--- src/rtl/rdac_ram.sv ---
// ============================================================================
// rdac_ram: generic single-write, single-read RAM
// One write port and one read port; read data registered.
// ============================================================================
module rdac_ram #(
  parameter int WIDTH = 16,
  parameter int DEPTH = 16
) (
  input  logic                                   clk,
  input  logic                                   we,
  input  logic [((DEPTH > 1) ? $clog2(DEPTH) : 1)-1:0] waddr,
  input  logic [WIDTH-1:0]                       wdata,
  input  logic [((DEPTH > 1) ? $clog2(DEPTH) : 1)-1:0] raddr,
  output logic [WIDTH-1:0]                       rdata
);

  logic [WIDTH-1:0] mem [DEPTH];

  always_ff @(posedge clk) begin
    if (we) begin
      mem[waddr] <= wdata;
    end
    rdata <= mem[raddr];
  end

endmodule

--- config.mk ---
export PLATFORM = sky130hd
export DESIGN_NAME = rdac_ram
export DESIGN_NICKNAME = d
export VERILOG_FILES = /design/src/rtl/rdac_ram.sv
export SDC_FILE = /design/constraint.sdc
export NUM_CORES = 1
export LEC_CHECK = 0
export BUFFER_PORTS_ARGS = -buffer_cell sky130_fd_sc_hd__buf_2
export CORE_ASPECT_RATIO = 1.25
export CORE_MARGIN = 2
export CORE_UTILIZATION = 40
export CTS_CLUSTER_DIAMETER = 200
export CTS_CLUSTER_SIZE = 40
export DETAILED_ROUTE_END_ITERATION = 6
export SLEW_MARGIN = 30
export SYNTH_ARGS = -nofsm -noshare
export SYNTH_HDL_FRONTEND = slang
export SYNTH_SLANG_ARGS = --single-unit
--- constraint.sdc ---
create_clock -name clk -period 8.6 [get_ports clk]
set_input_delay 2.58 -clock clk [delete_from_list [all_inputs] [get_ports clk]]
set_output_delay 2.58 -clock clk [all_outputs]
set_load 0.005 [all_outputs]
### Word level (Yosys, flattened, before mapping)

Memories as Yosys holds them, arrays and structs flattened. A register that Yosys moved wholly into a read port is not among the register bits.
Cells that the tools add are included.

* muxes and demuxes: 2

Operators with widths (count)
* $mux 1: 2

* register bits: 0
* RAM bits: 256
* bits of input ports: 26
* output and inout bits: 16
* memories kept: 1

Memories
* mem: words 16, bits a word 16, rd ports 1, clocked after Yosys merged registers in 1, write ports 1, RTL line 17 `logic [WIDTH-1:0] mem [DEPTH];`

### Logic depth before layout (Yosys ltp)

* word-level depth: 2
* mapped depth: 5
* depth with buffers taken out: 3

### Worst setup path before layout

OpenSTA, ideal clock, no wires.

* path type: in2reg
* start: in waddr[2] (netlist name)
* end: mem mem[0][0], enable pin
* library setup time: 0.409 ns
* arrival time: 4.226 ns
* slack: 3.965 ns
* stages on the path: 2
* path buffers: 0
* path through: or3b_2 -> nor3_1

RTL lines
* start, declared: RTL line 11 `input logic [((DEPTH > 1) ? $clog2(DEPTH) : 1)-1:0] waddr,`
* end, declared: RTL line 17

Straight into the memory's write port.

==> results.toml <==
[clock_network]
clkTransAtPathRegs_ps = 140
root_buffer = "clkbuf_16"
postCtsHoldBufs = 0
post_cts_resized = 0
htreeDepth = 1
clock_sinks = 272
clk_latency_ps = 490
cts_buffer_depth = 3
numCtsBuffers = 10
postCtsSetupRepairBufs = 0
cts_tree = "done"

[finish]
fin_cells = 819
postLayoutCoreUtil = 0.449
area_growth_pct = 10.0
drive_gt1_frac = 0.299
num_antenna_cells = 0
final_nets = 511

[setup_path]
path_depth = 5
cp-start-kind = "primary input"
path_common_cell = "buf_4"
slowest_delay_ps = 730
crit_type = "primary input to register"
path_buf_inv = 2
r2r_cells = 3
cp_top_family = "buffers and inverters"
crit_chain = "buf_4, buf_4, mux4_2, a22oi_1, nand2_1"
cpMaxStageDelayCell = "buf_4"
cp_max_fo = 40
crit_path_end_kind = "register"
crit_arrival_ps = 4700
worstPathRequired_ps = 8960

[global_route]
grt_pass1_vias = 4695
gr-usage-all-layers = 0.149
grt_antenna_before_repair = 0
overflow = 0
grt_max_degree = 65
grt_pass1_wl_um = 29300

[synthesis]
synthTopCellsByArea = "edfxtp_1, mux4_2, dfxtp_1"
synth_most_common_cell = "edfxtp_1"
ys_dominant_reg_cell = "edfxtp_1"
synthCells = 432
post_synth.cell_area_avg_um2 = 23.2
synth_nets = 458
syn-cell-area_um2 = 10000
synth_cell_type_count = 19
yosys_warnings = 0
synth-seq-area-share = 0.797
synthTopCellsByCount = "edfxtp_1, mux4_2, a22oi_1"
synth_seq_cells = 272
synth-edff-count = 256
async_reset_ff_frac = 0
yosysTopAreaCell = "edfxtp_1"
synth.top_cell.area_share = 0.765

[sta]
min_period_over_period = 0.505
drv_slew = 0
fmaxAchievable_mhz = 230
hold_viol_final = 0
rsz0062_at_grt = "no"
tightestPinTransition_ps = 950
finalSetupViolations = 0
finalCriticalPeriod_ps = 4340
timing.hold.ws_ps = 676
fin_skew_ps = 18.6
relSlewSlack = 0.367
tns_ps = 0

[detailed_routing]
routed_wl_um = 19600
vias = 4460
avgViaCountPerCell = 5.45
drt_iter0_markers = 464
dr.pass1.iters = 5
detail-route-antenna-nets = 0
routedWlPerCell_um = 23.9
drc = 0

[floorplan]
io_pins = 42
die_x_um = 146
die_y_um = 181
core_um2 = 24600
fp-row-count = 64
initial_core_util = 0.409
dieArea_um2 = 26400

[min_path]
holdPathStages = 3
hp-class = "register to register"

[outcome]
outcome = "finished clean"

[placed_design]
place_hpwl_um = 10700
portBuffers = 41
place.gp.congestion = 0.681
dp_cells = 803

[power_and_ir_drop]
p_leak_nw = 3.49
peakVddDrop_mv = 0.111
power_w = 0.00221
powerDensity_nw_per_um2 = 200

[flow_run]
cap_violations = 0
-- placed cells by master (no fill, tap or decap), types with 2 or more instances in the layout --
master	count
edfxtp_1	256
mux4_2	54
buf_2	40
a22oi_1	32
buf_4	22
nand2_1	17
dfxtp_1	16
nor2_2	12
clkbuf_16	11
mux4_1	10
nor3_2	4
clkbuf_1	4
nor2b_1	2
nand3b_1	2
nand2b_1	2
-- per-stage QoR --
| stage | cell area, µm² | worst slack [ps] |
|---|---|---|
| floorplan | 10000 | 3960 |
| CTS | 11000 | 4190 |
| global route | 11000 | 4080 |
| finish | 11000 | 4260 |
| global placement | 10700 | 3730 |
| detailed placement | 10700 | 3680 |
-- cells by family after synthesis --
group | share of synthesized area
mux | 0.147
compound gates | 0.0239
simple gates | 0.0192
flops | 0.797
buf+inv | 0.0123
-- metal layers --
layer  GRT usage  vias to the layer above  share of wire
li1            -                     1925              -
met3      0.0164                       10          0.042
met5           0                        -              0
met4      0.0271                        0         0.0089
met1       0.211                     2433           0.44
met2       0.254                       92           0.51
-- flip-flops by register name, indices dropped and copies added, names as in the netlist --
name / count
mem: 256
rdata: 16
-- cell type report --
cell class / instances / area, µm²
fillers: 2101 / 13500
flip-flops and latches: 272 / 8010
multi-input cells: 139 / 1960
well taps: 330 / 413
repair buffers: 62 / 365
clock buffers: 15 / 290
clock inverters: 1 / 8.76
-- tightest hold or removal path, cell delays in order, from the launching register on --
cell and delay (ps):
edfxtp_1 340, mux4_2 220, a22oi_1 60, nand2_1 50
-- report_power, final --
group	switching [W]	total [W]	internal [W]
clock network	0.000358	0.000600	0.000242
logic	0.0000720	0.000126	0.0000537
registers	0.00000778	0.00149	0.00148
total	0.000438	0.00221	0.00177
-- final timing paths --
| kind | from | endpoint | slack [ps] |
|---|---|---|---|
| worst min register to register | mem[14][13] | rdata[13] | 680 |
| worst max register to register | mem[11][8] | rdata[8] | 7260 |
| worst max-delay path | raddr[0] | rdata[8] | 4260 |
| worst min-delay path | mem[14][13] | rdata[13] | 680 |
Power figures use the tool's default switching activity.
