===== config.mk =====
export PLATFORM = sky130hd
export DESIGN_NAME = rdac_rem
export DESIGN_NICKNAME = d
export VERILOG_FILES = /design/src/rtl/rdac_pkg.sv /design/src/rtl/rdac_rem.sv
export SDC_FILE = /design/constraint.sdc
export NUM_CORES = 1
export LEC_CHECK = 0
export ABC_CLOCK_PERIOD_IN_PS = 1080
export BUFFER_PORTS_ARGS = -buffer_cell sky130_fd_sc_hd__buf_2
export CAP_MARGIN = 20
export CORE_MARGIN = 4
export CORE_UTILIZATION = 37
export DETAILED_ROUTE_END_ITERATION = 16
export PLACE_DENSITY = 0.66
export SLEW_MARGIN = 20
export SYNTH_ARGS = -nofsm -noshare
export SYNTH_HDL_FRONTEND = slang
export SYNTH_SLANG_ARGS = --single-unit

===== constraint.sdc =====
create_clock -name clk -period 1.08 [get_ports clk]
set_clock_uncertainty 0.1 [all_clocks]
set_input_delay 0.108 -clock clk [delete_from_list [all_inputs] [get_ports clk]]
set_output_delay 0.108 -clock clk [all_outputs]
set_load 0.005 [all_outputs]

===== src/rtl/rdac_pkg.sv =====
// ============================================================================
// rdac_pkg: shared types and constants for the receive dedup/ack classifier
// Field widths, flag bit positions, result action codes and sequencer states.
// ============================================================================
package rdac_pkg;

  localparam int ADDR_W     = 32;
  localparam int SEQ_W      = 16;
  localparam int FLAGS_W    = 4;
  localparam int PEER_IDX_W = 4;
  localparam int ACTION_W   = 2;

  // flag bit positions in the header flags field
  localparam int FLAG_ACK    = 0;
  localparam int FLAG_BCAST  = 1;
  localparam int FLAG_RESET  = 2;
  localparam int FLAG_ACKREQ = 3;

  localparam logic [SEQ_W-1:0] HIST_INIT = 16'h0101;
  localparam logic [SEQ_W-1:0] HIST_ZERO = 16'h0000;

  typedef enum logic [ACTION_W-1:0] {
    ACT_ACK   = 2'd0,
    ACT_BCAST = 2'd1,
    ACT_DUP   = 2'd2,
    ACT_NEW   = 2'd3
  } action_t;

  typedef enum logic [3:0] {
    ST_CLEAR,
    ST_IDLE,
    ST_SCAN_RD,
    ST_SCAN_CMP,
    ST_ALLOC,
    ST_CLASS,
    ST_ROW_CLR,
    ST_WAIT_REM,
    ST_HIST_CMP
  } state_t;

endpackage


===== src/rtl/rdac_rem.sv =====
// ============================================================================
// rdac_rem: remainder by a constant
// Quotient by reciprocal multiply, then a multiply-subtract for the remainder;
// one shared multiplier, one step a cycle; done rises with the registered remainder.
// ============================================================================
module rdac_rem #(
  parameter int DIVISOR = 128
) (
  input  logic                          clk,
  input  logic                          rst_n,
  input  logic                          start,
  input  logic [rdac_pkg::SEQ_W-1:0]    dividend,
  output logic                          done,
  output logic [$clog2(DIVISOR)-1:0]    rem
);

  localparam int SW    = rdac_pkg::SEQ_W;
  localparam int REM_W = $clog2(DIVISOR);
  localparam int MW    = SW + 1;          // reciprocal width
  localparam int SH    = SW + REM_W;      // reciprocal scale
  localparam int PRW   = SW + MW;         // product width
  // ceil(2**SH / DIVISOR): exact quotient for every SW-bit dividend
  localparam logic [MW-1:0] RECIP =
    MW'(((64'd1 << SH) + 64'(DIVISOR) - 64'd1) / 64'(DIVISOR));

  logic [SW-1:0]    x_r, x_nxt;
  logic [SW-1:0]    q_r, q_nxt;
  logic [REM_W-1:0] rem_r, rem_nxt;
  logic             stp_r, stp_nxt;
  logic             run_r, run_nxt;
  logic             done_r, done_nxt;
  logic [SW-1:0]    opa;
  logic [MW-1:0]    opb;
  logic [PRW-1:0]   prod;
  logic [SW-1:0]    diff;

  // shared multiplier: x * recip first, then q * divisor
  assign opa  = stp_r ? q_r : x_r;
  assign opb  = stp_r ? MW'(DIVISOR) : RECIP;
  assign prod = opa * opb;
  assign diff = x_r - prod[SW-1:0];

  always_comb begin
    x_nxt    = x_r;
    q_nxt    = q_r;
    rem_nxt  = rem_r;
    stp_nxt  = stp_r;
    run_nxt  = run_r;
    done_nxt = done_r;
    if (start) begin
      x_nxt    = dividend;
      stp_nxt  = 1'b0;
      run_nxt  = 1'b1;
      done_nxt = 1'b0;
    end else if (run_r) begin
      if (!stp_r) begin
        q_nxt   = SW'(prod >> SH);
        stp_nxt = 1'b1;
      end else begin
        rem_nxt  = diff[REM_W-1:0];
        run_nxt  = 1'b0;
        done_nxt = 1'b1;
      end
    end
  end

  always_ff @(posedge clk) begin
    if (!rst_n) begin
      run_r  <= 1'b0;
      done_r <= 1'b0;
    end else begin
      run_r  <= run_nxt;
      done_r <= done_nxt;
    end
    x_r   <= x_nxt;
    q_r   <= q_nxt;
    rem_r <= rem_nxt;
    stp_r <= stp_nxt;
  end

  assign done = done_r;
  assign rem  = rem_r;

endmodule


## Word-level counts from Yosys, hierarchy flattened

Cells that the tools add are included.

- Register bits after elaboration: 36
- Bits of input ports: 19
- Output and inout bits: 8
- Word-level logic and storage cells: 20

- $add $sub $neg: 1
- Multiply operators: 1
- Multiplexer cells: 5
- Bitwise gates (word level): 3
- Reduce and logical (&&, ||, !) cells: 4

Operators with widths:

| cell | number |
|---|---|
| 16-bit by 17-bit multiplier with 33-bit output | 1 |
| 17-bit 2-to-1 mux | 1 |
| 16-bit 2-to-1 mux | 1 |
| 7-bit subtractor | 1 |
| 3-bit AND reduction | 2 |
| 1-bit 2-to-1 mux | 3 |
| 1-bit NOT | 3 |
| 2-bit AND reduction | 1 |
| 2-bit OR reduction | 1 |

## Longest topological paths before layout

Gate-level depths: netlist (run 1).

- Depth in word-level cells: 3
- Mapped depth: 2
- Mapped depth without buffers: 2

## Least setup slack after synthesis (run 1)

OpenSTA, ideal clock, no wires.

- Path kind: register to register
- From: reg stp_r
- To: reg rem_r[0] (netlist: rem[0]) (enable)
- Library setup time: 0.361 ns
- Arrival time: 0.721 ns
- Data required time: 0.619 ns
- Slack: -0.102 ns
- Stages on the path, launching flop included: 3
- Buffers on the path: 0
- Period minus slack after synthesis: 1.182 ns
- Path through: dfxtp_1 nand2_1 nor2_1

- Cells in the longest elaborated chain, start to end: 1

RTL lines:

| item | RTL line | RTL |
|---|---|---|
| start, declared | rdac_rem.sv:29 | `logic stp_r, stp_nxt;` |
| start signal, assigned | rdac_rem.sv:78 | `stp_r <= stp_nxt;` |
| 3-bit AND reduction (no line) | - |  |
| end signal, assigned | rdac_rem.sv:77 | `rem_r <= rem_nxt;` |
| end, declared | rdac_rem.sv:28 | `logic [REM_W-1:0] rem_r, rem_nxt;` |

No other way between the ends.
A chain may end at the register's enable or synchronous reset.

## Worst setup path after layout (run 1)

- From: reg run_r
- To: reg rem_r[2] (netlist: rem[2]) (enable)

- Cells in the longest elaborated chain, start to end: 1

RTL lines:

| item | RTL line | RTL |
|---|---|---|
| start, declared | rdac_rem.sv:30 | `logic run_r, run_nxt;` |
| start signal, assigned | rdac_rem.sv:72 | `run_r <= run_nxt;` |
| 3-bit AND reduction (no line) | - |  |

No other way between the ends.

==> run_results.csv, run 1 <==
group,metric,value,unit
timing,finalSetupViolCount,0,
drt,drc,0,
critical_path,path_buf_inv,1,
layout,multiInputGateArea,48.80,um^2
die,initial_core_util,40.62,%
place,place_hpwl,619.9,um
layout,nets,77,
critical_path,worstSetupPathType,"flip-flop to flip-flop",
clock_network,clk_latency,0.28,ns
timing,rsz0062_at_grt,"no",
layout,drive_gt1_share,45.61,%
die,rows,13,
place,placed_cell_area,648.1,um^2
worst_hold_path,hold_end,"done",
drt,vias_per_cell,4.444,
critical_path,cp_cell_sequence,"nand2_1, nor2_2, buf_4",
power,seqPwrFrac,65.5,%
clock_network,cts_buffers,3,
power,finalPower,1.158,mW
timing,fin_crit_sh,94.87,%
timing,tightest_slew,0.1639,ns
logic_synthesis,ys_seq_area_share,88.68,%
layout,syn2layout_area_growth,41.57,%
worst_hold_path,min_from,"start",
die,ios,27,
logic_synthesis,syn_nets,48,
layout,final_area,767.0,um^2
critical_path,end_kind,"flip-flop",
clock_network,cts.htree.levels,1,
global_routing,grt_max_degree,10,
power,vdd_drop_max,1051,uV
timing,min_period,1.025,ns
critical_path,r2r-start,"run_r",
power,p_leak,0.3027,nW
clock_network,cts_sinks,17,
layout,stdcell_count,72,
global_routing,antenna_found_initial,0,
drt,wl_per_cell,12.74,um
timing,report.final.slew_viol_count,0,
timing,fin_setup_tns,0,ns
clock_network,clk_pin_slew,0.09,ns
timing,max_freq,976.0,MHz
logic_synthesis,synth.area.top_cells,"edfxtp_1 (78%), dfxtp_1 (11%), clkbuf_1 (2.8%)",
run,maxCapViolCount,0,
status,status,"finished clean",
critical_path,critPathLaunchType,"flip-flop",
die,die_y,46.27,um
global_routing,gr-total-overflow,0,
logic_synthesis,synth_top_area_share,77.60,%
drt,wirelength,917,um
logic_synthesis,yosysWarnings,0,
critical_path,crit_required,0.98,ns
layout,nFillCells,111,
clock_network,cts.path.max_buffers,2,
place,portBuffers,17,
clock_network,tritoncts,"built",
logic_synthesis,syn_area_per_cell,18.68,um^2
worst_hold_path,hold_path.class,"input port to flip-flop",
global_routing,grt.total_usage,10.24,%
critical_path,cp_max_fo,7,
die,core,1334,um^2
critical_path,slowest_stage,"dfxtp_2",
critical_path,max_stage_delay,0.36,ns
power,power_density,1510,nW/um^2
place,dp_cells,59,
clock_network,root_buffer,"clkbuf_4",
worst_hold_path,hold_depth,3,
logic_synthesis,syn_inst,29,
critical_path,crit_family,"flip-flops",
die,dieWidth,46.27,um
drt,drt-initial-drc-count,12,
power,intPower,0.9356,mW
logic_synthesis,synth_area,541.8,um^2
place,gp_congestion,0.6239,
clock_network,post-cts-setup-buffers,0,
global_routing,grt_pass1_vias,348,
power,switching_share,19.20,%
die,die_area,2140,um^2
critical_path,r2r_end,"rem[2]",
drt,vias,320,
drt,ant_nets,0,
power,power.switching,0.2223,mW
power,comb_power_share,6.3,%
timing,final_hold_viol_count,0,
logic_synthesis,ys_ff_latch,17,
logic_synthesis,synth_top_area_cell,"edfxtp_1",
layout,diodes,0,
global_routing,grt_first_pass_wirelength,1.442,mm
drt,first_pass_iters,5,
critical_path,cp.arrival,0.93,ns
critical_path,ff2ff_path_depth,3,
critical_path,regToRegSetupSlack,0.06,ns
logic_synthesis,synth_cell_types,9,
power,clock_power_share,28.2,%
timing,relSlewSlack,89.07,%
layout,register_area,483.0,um^2
## state kept, by name, summed over array words and instances (netlist names)
signal and cells:
rem 7, x_r 7, done 1, run_r 1
stp_r 1
## synthesized netlist by cell type, drive strengths merged
cell    number
edfxtp      14
nand2        1
nor2         3
dfxtp        3
clkbuf       4
nor2b        1
a21oi        1
o21a         1
nor3b        1
## power groups by stage
stage	sequential (mW)	clock (mW)	combinational, mW
3_3_place_gp	0.769	0	0.0436
2_1_floorplan	0.770	0	0.0182
3_5_place_dp	0.773	0	0.0477
5_1_grt	0.762	0.352	0.0800
4_1_cts	0.759	0.333	0.0730
6_report	0.758	0.327	0.0727
## worst max-delay path by stage
stage	cells past startpoint	from	slack (ns)	end
2_1_floorplan	2	stp_r	0.02	rem[0]
3_3_place_gp	3	stp_r	0.05	rem[3]
3_5_place_dp	3	stp_r	0.009	rem[2]
4_1_cts	3	run_r	0.005	rem[6]
5_1_grt	3	stp_r	0.01	rem[3]
6_report	3	run_r	0.06	rem[2]
## cell type report
type                    count  share of cell area, %
well taps                  15                  2.447
repair buffers             28                  24.80
flip-flops and latches     17                  62.97
multi-input cells           8                  6.362
clock buffers               4                  3.426
## worst min-delay path, delay by kind of cell
kind                   cells  cell delay (ns)
and+or+nand+nor            1             0.05
buffers and inverters      2             0.26
## layout by cell type, fill, tap and decap left out, drive strengths merged
cell type    synthesis  routed
clkbuf               4       4
o21a                 1       1
nor2b                1       1
nor2                 3       3
dlygate4sd3          0       9
buf                  0      19
edfxtp              14      14
a21oi                1       1
nand2                1       1
dfxtp                3       3
nor3b                1       1
## metal layers
metal	up-vias	global-route usage [%]	routed length, um
met1	151	10.00	335
li1	156	-	-
met4	0	6.818	0
met2	13	17.58	496
met5	-	0	0
met3	0	3.906	85
## stage by stage
| stage | utilization [%] | worst slack (ns) | hold slack (ns) |
|---|---|---|---|
| floorplan | - | 0.02147 | 0.07751 |
| global placement | 48.59 | 0.05283 | 0.1866 |
| detailed placement | 48.59 | 0.008884 | 0.1868 |
| CTS | 57.41 | 0.004603 | 0.07594 |
| global route | 57.50 | 0.01146 | 0.1017 |
| finish | 57.50 | 0.05539 | 0.07974 |
## timing repair
action	in CTS	in global routing
endpoints found under the setup margin	7	7
endpoints found under the hold margin	12	0
resized for setup	1	1
hold buffers	9	0
## cell families (layout without fill, tap and decap cells)
logic type      after synthesis  in the layout  synth area share [%]
flops                        17             17                 88.68
simple gates                  6              6                 6.235
buf+inv                       4             32                 2.771
compound gates                2              2                 2.309
Power figures use the tool's default switching activity.
==> inputs of run 2 (changes only) <==
CORE_MARGIN = 2   (was 4)
==> run 2 against run 1 <==
Fmax rose by 1.3%. First-iteration DRC count is 50% lower. Wire length fell by 12%. Critical endpoint is now rem[1]. Largest power group unchanged. Highest routed layer is now met4.
==> run_results.csv, run 2 (synthesized netlist as in run 1, its figures left out) <==
group,metric,value,unit
timing,report.final.slew_viol_count,0,
timing,tightest_slew,0.1577,ns
critical_path,cp_cell_sequence,"nand2_1, nor2_2, buf_6",
die,die_area,1786,um^2
timing,finalSetupViolCount,0,
global_routing,grt_max_degree,10,
layout,final_cell_mix,"buf_2 (17), edfxtp_1 (14), dlygate4sd3_1 (8)",
layout,nFillCells,112,
die,ios,27,
timing,fin_crit_sh,93.61,%
timing,max_freq,989.1,MHz
place,gp_congestion,0.6547,
clock_network,cts_buffers,3,
critical_path,worstSetupPathType,"flip-flop to flip-flop",
worst_hold_path,hold_path.class,"input port to flip-flop",
drt,drt-initial-drc-count,6,
critical_path,end_kind,"flip-flop",
layout,multiInputGateArea,48.80,um^2
global_routing,grt_first_pass_wirelength,1.462,mm
place,place_hpwl,597.4,um
critical_path,crit_required,0.98,ns
drt,vias,308,
drt,vias_per_cell,4.338,
critical_path,slowest_stage,"dfxtp_2",
timing,min_period,1.011,ns
global_routing,grt.total_usage,11.02,%
timing,final_hold_viol_count,0,
layout,final_area,760.7,um^2
critical_path,cp_max_fo,7,
die,core,1334,um^2
place,portBuffers,17,
power,vdd_drop_max,1154,uV
run,maxCapViolCount,0,
global_routing,antenna_found_initial,0,
drt,ant_nets,0,
drt,first_pass_iters,3,
global_routing,grt_pass1_vias,344,
die,initial_core_util,40.62,%
clock_network,cts_sinks,17,
power,power_density,1495,nW/um^2
clock_network,cts.htree.levels,1,
layout,final_common_cell,"buf_2",
timing,relSlewSlack,89.48,%
global_routing,gr-total-overflow,0,
clock_network,root_buffer,"clkbuf_4",
die,rows,13,
critical_path,max_stage_delay,0.35,ns
place,placed_cell_area,648.1,um^2
die,dieWidth,42.27,um
timing,hold_ws,0.01153,ns
die,die_y,42.27,um
clock_network,clk_pin_slew,0.09,ns
layout,register_area,483.0,um^2
critical_path,critPathLaunchType,"flip-flop",
layout,diodes,0,
status,status,"finished clean",
drt,wirelength,809,um
drt,drc,0,
layout,nets,76,
drt,wl_per_cell,11.39,um
layout,drive_gt1_share,46.43,%
power,p_leak,0.2993,nW
timing,fin_setup_tns,0,ns
layout,syn2layout_area_growth,40.42,%
critical_path,cp.arrival,0.91,ns
clock_network,cts.path.max_buffers,2,
clock_network,clk_latency,0.27,ns
clock_network,tritoncts,"built",
timing,rsz0062_at_grt,"no",
## run 2: changes by cell type in the layout (fill, tap and decap cells not counted)
cell           change
buf_6              +1
buf_4              -1
dlygate4sd3_1      -1
## run 2: critical path, delay by kind of cell (launching register included)
kind / cells / cell delay [ns]
flip-flops: 1 / 0.35
buffers and inverters: 1 / 0.13
AND/OR/NAND/NOR: 2 / 0.15
## run 2: layout make-up
class                      count  share of cell area (%)
sequential                    17                   63.49
timing repair buffer          27                   24.18
multi-input combinational      8                   6.414
clock buffer                   4                   3.454
tap                           15                   2.467
## run 2: path summary, 6_finish.rpt
kind | endpoint | from | cells after the start | slack (ns)
max reg2reg | rem[1] | stp_r | 3 | 0.07
max | rem[1] | stp_r | 3 | 0.07
min | x_r[0] | start | 1 | 0.01
min reg2reg | rem[0] | x_r[0] | 0 | 0.32
## run 2: routing by layer
| metal | routed length, um | GRT usage [%] |
|---|---|---|
| met5 | 0 | 0 |
| met4 | 8 | 5.625 |
| met3 | 58 | 3.017 |
| met2 | 425 | 19.08 |
| met1 | 316 | 12.25 |
## run 2: repair_timing
action,CTS,global route
hold buffers,8,0
setup buffers,0,0
setup endpoints to repair,0,7
endpoints found under the hold margin,8,0
gates resized for setup,0,3
## run 2: through the flow
step	setup slack [ns]	total power, mW	util (%)	std cells
2_1_floorplan	0.02147	0.7883	-	29
3_3_place_gp	0.05227	0.8126	48.59	59
3_5_place_dp	0.02302	0.8197	48.59	59
4_1_cts	0.01378	1.148	56.57	71
5_1_grt	0.01042	1.183	57.04	71
6_report	0.06902	1.138	57.04	71
## run 2: power breakdown
| group | total [mW] | internal (mW) | leakage [nW] | switching [mW] |
|---|---|---|---|---|
| Combinational | 0.0706 | 0.0439 | 0.127 | 0.0267 |
| Clock | 0.310 | 0.143 | 0.0150 | 0.167 |
| Sequential | 0.757 | 0.746 | 0.157 | 0.0109 |
| Total | 1.14 | 0.933 | 0.299 | 0.204 |
